<file path="config.mk">
export PLATFORM = sky130hd
export DESIGN_NAME = dsg_ctrl
export DESIGN_NICKNAME = d
export VERILOG_FILES = /design/src/hdl/dsg_pkg.sv /design/src/hdl/dsg_ctrl.sv
export SDC_FILE = /design/constraint.sdc
export NUM_CORES = 1
export LEC_CHECK = 0
export BUFFER_PORTS_ARGS = -buffer_cell sky130_fd_sc_hd__buf_2
export CELL_PAD_IN_SITES_DETAIL_PLACEMENT = 1
export CELL_PAD_IN_SITES_GLOBAL_PLACEMENT = 1
export CORE_ASPECT_RATIO = 1.25
export CORE_MARGIN = 2
export CORE_UTILIZATION = 34
export CTS_CLUSTER_SIZE = 28
export DETAILED_ROUTE_END_ITERATION = 12
export GPL_ROUTABILITY_DRIVEN = 0
export PLACE_DENSITY_LB_ADDON = 0.1
export SLEW_MARGIN = 20
export SYNTH_ARGS = -nofsm -noshare
export SYNTH_HDL_FRONTEND = slang
export SYNTH_SLANG_ARGS = --single-unit
</file>
<file path="constraint.sdc">
create_clock -name clk -period 3.35 [get_ports clk]
set_clock_uncertainty 0.15 [all_clocks]
set_input_delay 0 -clock clk [delete_from_list [all_inputs] [get_ports clk]]
set_output_delay 0 -clock clk [all_outputs]
set_load 0.02 [all_outputs]
</file>
<file path="src/hdl/dsg_pkg.sv">
// shared types and constants for the domino shuffle grid engine
// no dependencies; imported by the top level, dsg_ctrl, dsg_dp and the testbench
`default_nettype none
package dsg_pkg;

    typedef enum logic [2:0] {
        REQ_WRITE  = 3'd0,
        REQ_READ   = 3'd1,
        REQ_MARK   = 3'd2,
        REQ_EXPAND = 3'd3,
        REQ_REMOVE = 3'd4,
        REQ_FILL   = 3'd5
    } req_e;

    localparam logic [2:0] CELL_U      = 3'd1;
    localparam logic [2:0] CELL_D      = 3'd2;
    localparam logic [2:0] CELL_L      = 3'd3;
    localparam logic [2:0] CELL_R      = 3'd4;
    localparam logic [2:0] CELL_EMPTY  = 3'd5;
    localparam logic [2:0] CELL_CORNER = 3'd7;

    localparam logic [31:0] LFSR_TAPS = 32'h8020_0003;

    typedef enum logic [3:0] {
        ST_CLEAR, ST_IDLE, ST_START, ST_CELL_GET, ST_LOOK, ST_GETA, ST_GETB,
        ST_GETC, ST_DECIDE, ST_WBLK, ST_NEXT, ST_RESP
    } state_t;

    // which address the memory port uses this cycle
    typedef enum logic [2:0] {
        ACC_CELL, ACC_A, ACC_B, ACC_C, ACC_EXP, ACC_BLK, ACC_CLR
    } acc_t;

    typedef struct packed {
        logic       load;
        logic       rd_en;
        logic       wr_en;
        acc_t       acc;
        logic [1:0] wsel;
        logic       cap_a;
        logic       cap_b;
        logic       cap_c;
        logic       cap_rv;
        logic       draw;
        logic       cnt_next;
        logic       clr_next;
        logic       out_load;
    } dp_cmd_t;

    typedef struct packed {
        logic [2:0] req;
        logic       bad;
        logic       empty;
        logic       last;
        logic       mark_hit;
        logic       exp_hit;
        logic       rem_hit;
        logic       fill_hit;
        logic       clr_last;
    } dp_stat_t;

endpackage
`default_nettype wire

</file>
<file path="src/hdl/dsg_ctrl.sv">
// sequencer for the grid engine: handshakes, sweep steps, clearing pass
// depends on dsg_pkg
`default_nettype none
module dsg_ctrl (
    input  wire logic             clk,
    input  wire logic             rst_n,
    input  wire logic             s_tvalid,
    output logic                  s_tready,
    output logic                  m_tvalid,
    input  wire logic             m_tready,
    output dsg_pkg::dp_cmd_t      cmd,
    input  wire dsg_pkg::dp_stat_t stat
);
    import dsg_pkg::*;

    state_t     state_reg, state_next;
    logic [1:0] wsel_reg, wsel_next;
    logic       mv_reg, mv_next;

    always_ff @(posedge clk or negedge rst_n)
    begin
        if (!rst_n)
        begin
            state_reg <= ST_CLEAR;
            wsel_reg  <= 2'd0;
            mv_reg    <= 1'b0;
        end
        else
        begin
            state_reg <= state_next;
            wsel_reg  <= wsel_next;
            mv_reg    <= mv_next;
        end
    end

    assign m_tvalid = mv_reg;

    always_comb
    begin
        state_next = state_reg;
        wsel_next  = wsel_reg;
        s_tready   = 1'b0;
        cmd        = '0;
        cmd.acc    = ACC_CELL;
        cmd.wsel   = wsel_reg;
        case (state_reg)
            ST_CLEAR:
            begin
                cmd.wr_en    = 1'b1;
                cmd.acc      = ACC_CLR;
                cmd.clr_next = 1'b1;
                if (stat.clr_last)
                begin
                    state_next = ST_IDLE;
                end
            end
            ST_IDLE:
            begin
                s_tready = 1'b1;
                if (s_tvalid)
                begin
                    cmd.load   = 1'b1;
                    state_next = ST_START;
                end
            end
            ST_START:
            begin
                if (stat.bad)
                begin
                    state_next = ST_RESP;
                end
                else if (stat.req == REQ_WRITE)
                begin
                    cmd.wr_en  = 1'b1;
                    state_next = ST_RESP;
                end
                else if (stat.req == REQ_READ)
                begin
                    cmd.rd_en  = 1'b1;
                    state_next = ST_CELL_GET;
                end
                else if (stat.req == REQ_MARK)
                begin
                    state_next = stat.empty ? ST_RESP : ST_DECIDE;
                end
                else if (stat.req == REQ_EXPAND || stat.req == REQ_REMOVE ||
                         stat.req == REQ_FILL)
                begin
                    state_next = stat.empty ? ST_RESP : ST_LOOK;
                end
                else
                begin
                    state_next = ST_RESP;
                end
            end
            ST_CELL_GET:
            begin
                cmd.cap_rv = 1'b1;
                state_next = ST_RESP;
            end
            ST_LOOK:
            begin
                cmd.rd_en  = 1'b1;
                cmd.acc    = ACC_A;
                state_next = ST_GETA;
            end
            ST_GETA:
            begin
                cmd.cap_a = 1'b1;
                if (stat.req == REQ_REMOVE)
                begin
                    cmd.rd_en  = 1'b1;
                    cmd.acc    = ACC_B;
                    state_next = ST_GETB;
                end
                else
                begin
                    state_next = ST_DECIDE;
                end
            end
            ST_GETB:
            begin
                cmd.cap_b  = 1'b1;
                cmd.rd_en  = 1'b1;
                cmd.acc    = ACC_C;
                state_next = ST_GETC;
            end
            ST_GETC:
            begin
                cmd.cap_c  = 1'b1;
                state_next = ST_DECIDE;
            end
            ST_DECIDE:
            begin
                wsel_next  = 2'd0;
                state_next = ST_NEXT;
                if (stat.req == REQ_EXPAND)
                begin
                    cmd.acc   = ACC_EXP;
                    cmd.wr_en = stat.exp_hit;
                end
                else if ((stat.req == REQ_MARK && stat.mark_hit) ||
                         (stat.req == REQ_REMOVE && stat.rem_hit))
                begin
                    state_next = ST_WBLK;
                end
                else if (stat.req == REQ_FILL && stat.fill_hit)
                begin
                    cmd.draw   = 1'b1;
                    state_next = ST_WBLK;
                end
            end
            ST_WBLK:
            begin
                cmd.wr_en = 1'b1;
                cmd.acc   = ACC_BLK;
                wsel_next = wsel_reg + 2'd1;
                if (wsel_reg == 2'd3)
                begin
                    state_next = ST_NEXT;
                end
            end
            ST_NEXT:
            begin
                if (stat.last)
                begin
                    state_next = ST_RESP;
                end
                else
                begin
                    cmd.cnt_next = 1'b1;
                    state_next   = (stat.req == REQ_MARK) ? ST_DECIDE : ST_LOOK;
                end
            end
            ST_RESP:
            begin
                if (!mv_reg || m_tready)
                begin
                    cmd.out_load = 1'b1;
                    state_next   = ST_IDLE;
                end
            end
            default:
            begin
                state_next = ST_IDLE;
            end
        endcase
    end

    always_comb
    begin
        if (cmd.out_load)
        begin
            mv_next = 1'b1;
        end
        else if (m_tready)
        begin
            mv_next = 1'b0;
        end
        else
        begin
            mv_next = mv_reg;
        end
    end
endmodule
`default_nettype wire

</file>
# After elaboration in Yosys (flattened, before gate mapping)
# Index checks and enable logic that the tools add are counted.
[classes]
addsub = 1
eq_ne = 21
n_mux = 47
reduce_logical = 15
[op_table]
columns = ["op", "n"]
rows = [
  ["$mux 4", 16],
  ["$pmux 4 s12", 1],
  ["$mux 1", 22],
  ["$pmux 3 s6", 1],
  ["$eq 4x3->1 const B", 4],
  ["$eq 4x4->1 const B", 4],
  ["$eq 4x2->1 const B", 2],
  ["$mux 2", 4],
  ["$ne 2x2->1 const B", 4],
  ["$eq 3x2->1 const B", 2],
  ["$eq 3x3->1 const B", 2],
  ["$pmux 1 s3", 2],
  ["$eq 4x1->1 const B", 1],
  ["$logic_not 4->1", 1],
  ["$logic_or 1x1->1", 4],
  ["$pmux 2 s2", 1],
  ["$reduce_and 4->1", 1],
  ["$reduce_bool 2->1", 2],
  ["$reduce_or 2->1", 2],
  ["$eq 3x1->1 const B", 1],
  ["$logic_and 1x1->1", 3],
  ["$logic_not 3->1", 1],
  ["$add 2x1->2 const B", 1],
  ["$eq 2x2->1 const B", 1],
  ["$logic_not 1->1", 1],
]
[word_totals]
ff_bits = 7
input_bits = 15
output_inout_bits = 18

# Logic depth before layout (Yosys ltp)
[logic_depth]
ltp_word = 9
depth_mapped = 6

# Worst setup path after synthesis
# Ideal clock, no wire load.
[synth_timing]
kind = "reg2reg"
from = "reg state_reg[0]"
to = "reg state_reg[2]"
setup_ps = 77
arrival_time_ps = 1545
slack_ps = 1579
path_stages_with_launch = 6
synth_period_minus_slack_ps = 1771
cell_sequence = "dfrtp_1 nand2b_1 nor3_1 mux2_2 o22ai_1 o21ai_1"
[synth_via]
elab_chain_len = 3
elab_cells_between_ends = 18
classes_between = "eq/ne: 15; mux: 1; reduce/logical: 2"
[synth_lines]
columns = ["element", "line", "rtl"]
rows = [
  ["from (decl)", "dsg_ctrl.sv:16", "state_t state_reg, state_next;"],
  ["from (signal assigned)", "dsg_ctrl.sv:30", "state_reg <= state_next;"],
  ["$eq 4x4->1, or another cell as far along", "dsg_ctrl.sv:46", "case (state_reg)"],
  ["$ne 2x2->1 (no source line)", "n/a", ""],
  ["$reduce_and 4->1 (no source line)", "n/a", ""],
]
# Several ways; a longest one is shown, not always the timed one.
# A chain may end at the register's enable or synchronous reset.

==> impl_metrics.toml <==
[yosys]
postSynth.asyncResetShare = 1.00
synth.ff_latch_count = 7
syn_area_um2 = 769
synth_edf_count = 0
syn_inst = 105
synth_top_area_share = 0.228
synth_nets = 121
ys_seq_area_frac = 0.228
yosys_warnings = 0
avgSynthCellArea_um2 = 7.33
yosys.area.top_type = "dfrtp_1"
netlist_top_cells_area = "dfrtp_1 (23%), nor2_1 (6.3%), nand2_1 (5.9%)"
synth_ff_type = "dfrtp_1"
synth_cell_types = 43

[clocking]
cts_sinks = 7
clock_latency_ns = 0.26
cts_inserted_buffers = 3
cts-root-buf = "clkbuf_4"
ctsResizeCount = 0
cts.path.max_buffers = 2
cts_tree = "built"
clk_pin_slew_ns = 0.05
htreeDepth = 1

[power]
ir_drop_mv = 0.510
p_leak_nw = 0.464
cellPowerDensity_mw_per_mm2 = 773

[worst_setup_path]
timing.rr.end = "state_reg[2]"
end_kind = "primary output"
worstSetupPathType = "flip-flop to primary output"
arrival_ns = 2.03
cp_data_required_time_ns = 3.20
r2r_slack_ns = 1.47
rr_startpoint = "state_reg[0]"
startpoint_type = "flip-flop"
worstRegToRegCells = 5
critPathLaunch = "state_reg[3]"
crit_end = "cmd[13]"
worstPathMaxFanout = 14

[sta]
period_share = 0.649
slew_headroom = 0.643
slew_viol_final = 0
holdWs_ns = 0.0301
rsz0062_at_grt = "false"
hold_violations = 0
finalSetupViolCount = 0
max_freq_ghz = 0.460
worstMarginPinSlew_ns = 0.536
tns_ns = 0
period_needed_ns = 2.18

[drt]
ant_nets = 0
num_vias = 875
first_pass_iters = 2
drt_iter0_markers = 8
drc = 0
drt-wirelength-per-cell_um = 14.2
via_per_inst = 5.24
drt_wl_total_um = 2370

[floorplan]
num_rows = 19
dieArea_mm2 = 0.00266
die_w_um = 46.6
core_area_mm2 = 0.00216
start_util = 0.356
die_h_um = 57.2
ioPinCount = 33

[finish]
final_area_um2 = 980
area_growth_pct = 27.3
drive_above_1_share = 0.301
antennaDiodeCount = 0
fin_nets = 153
largest_register_ffs = 4
fillers = 293

[grt]
grt_usage = 0.208
first_global_vias = 875
antenna_found_initial = 0
grt_pass1_wl_um = 4000
gr-total-overflow = 0
grt_max_degree = 21

[outcome]
outcome = "finished, final reports clean"

[worst_hold_path]
hp-class = "input pin to flip-flop"

[placed_design]
dpl-instance-area_um2 = 913
dpl.hpwl_um = 1860
port_buffers = 32

[job]
max-cap-violations = 0
cells in the mapped netlist (2+ instances only):
cell type / n
nor2_1: 13
nand2_1: 12
dfrtp_1: 7
nand2b_1: 7
buf_2: 5
o22ai_1: 5
a21oi_1: 4
inv_1: 4
o21ai_0: 4
o21ai_1: 4
nor3_1: 3
buf_4: 2
nor2b_1: 2
o2bb2ai_1: 2
or3_1: 2
xor2_1: 2
layout by cell type, fill, tap and decap left out, types with 2 or more instances in the layout:
cell and n:
a21oi_1 4, buf_2 32, clkbuf_4 3, dfrtp_1 7, dlygate4sd3_1 4, inv_1 4, nand2_1 12, nand2b_1 7
nor2_1 13, nor2b_1 2, nor3_1 3, o21ai_0 4, o21ai_1 4, o22ai_1 5, o2bb2ai_1 2, or3_1 2
xor2_1 2
repair_timing:
| item | CTS | global route |
|---|---|---|
| hold buffers | 4 | 0 |
| endpoints found under the hold margin | 10 | 0 |
| setup buffers | 0 | 0 |
power breakdown:
part / internal (mW) / switching (mW) / total (mW)
Clock: 0.0455 / 0.0325 / 0.0780
Sequential: 0.120 / 0.0801 / 0.200
Combinational: 0.190 / 0.289 / 0.479
Total: 0.356 / 0.402 / 0.757
worst max-delay path, cell delays in order, from the launching register on:
cell	delay (ns)
dfrtp_1	0.50
or2_1	0.35
or3_4	0.40
nor3_2	0.18
a21oi_1	0.09
o21ai_1	0.07
buf_2	0.18
cell type report:
class	instances	area, µm²	share of cell area
Clock buffer	4	26.3	0.0268
Multi-Input combinational cell	85	524	0.535
Inverter	4	15.0	0.0153
Timing Repair Buffer	36	200	0.204
Tap cell	31	38.8	0.0396
Sequential cell	7	175	0.179
how the worst min path moves through the flow:
stage,from,endpoint,depth (start not counted)
global placement,rst_n,state_reg[2],1
CTS,stat[10],state_reg[2],3
floorplan,rst_n,m_tvalid,0
global route,stat[10],state_reg[2],3
finish,stat[10],state_reg[2],3
detailed placement,rst_n,state_reg[3],1
metal layers:
metal,GRT usage,wire [µm],vias up
met2,0.363,1270,21
met5,0,0,-
met3,0.00949,60,6
li1,-,-,436
met4,0.0980,51,0
met1,0.250,984,412
cells by family after synthesis:
group / after synthesis / synth area share
AND/OR/NAND/NOR: 49 / 0.340
AO/OA/AOI/OAI: 31 / 0.275
buffers and inverters: 13 / 0.0910
flip-flops: 7 / 0.228
XOR/XNOR: 2 / 0.0228
multiplexers: 2 / 0.0276
adder cells (fa/ha/maj): 1 / 0.0163
through the flow:
step,std cells,setup WS [ns],utilization,total power [mW]
6_report,167,1.17,0.453,0.757
5_1_grt,167,0.984,0.453,0.839
4_1_cts,167,1.16,0.453,0.769
3_5_place_dp,159,1.44,0.422,0.682
3_3_place_gp,159,1.47,0.422,0.671
2_1_floorplan,105,1.58,-,0.546
(Power assumes the default switching activity.)
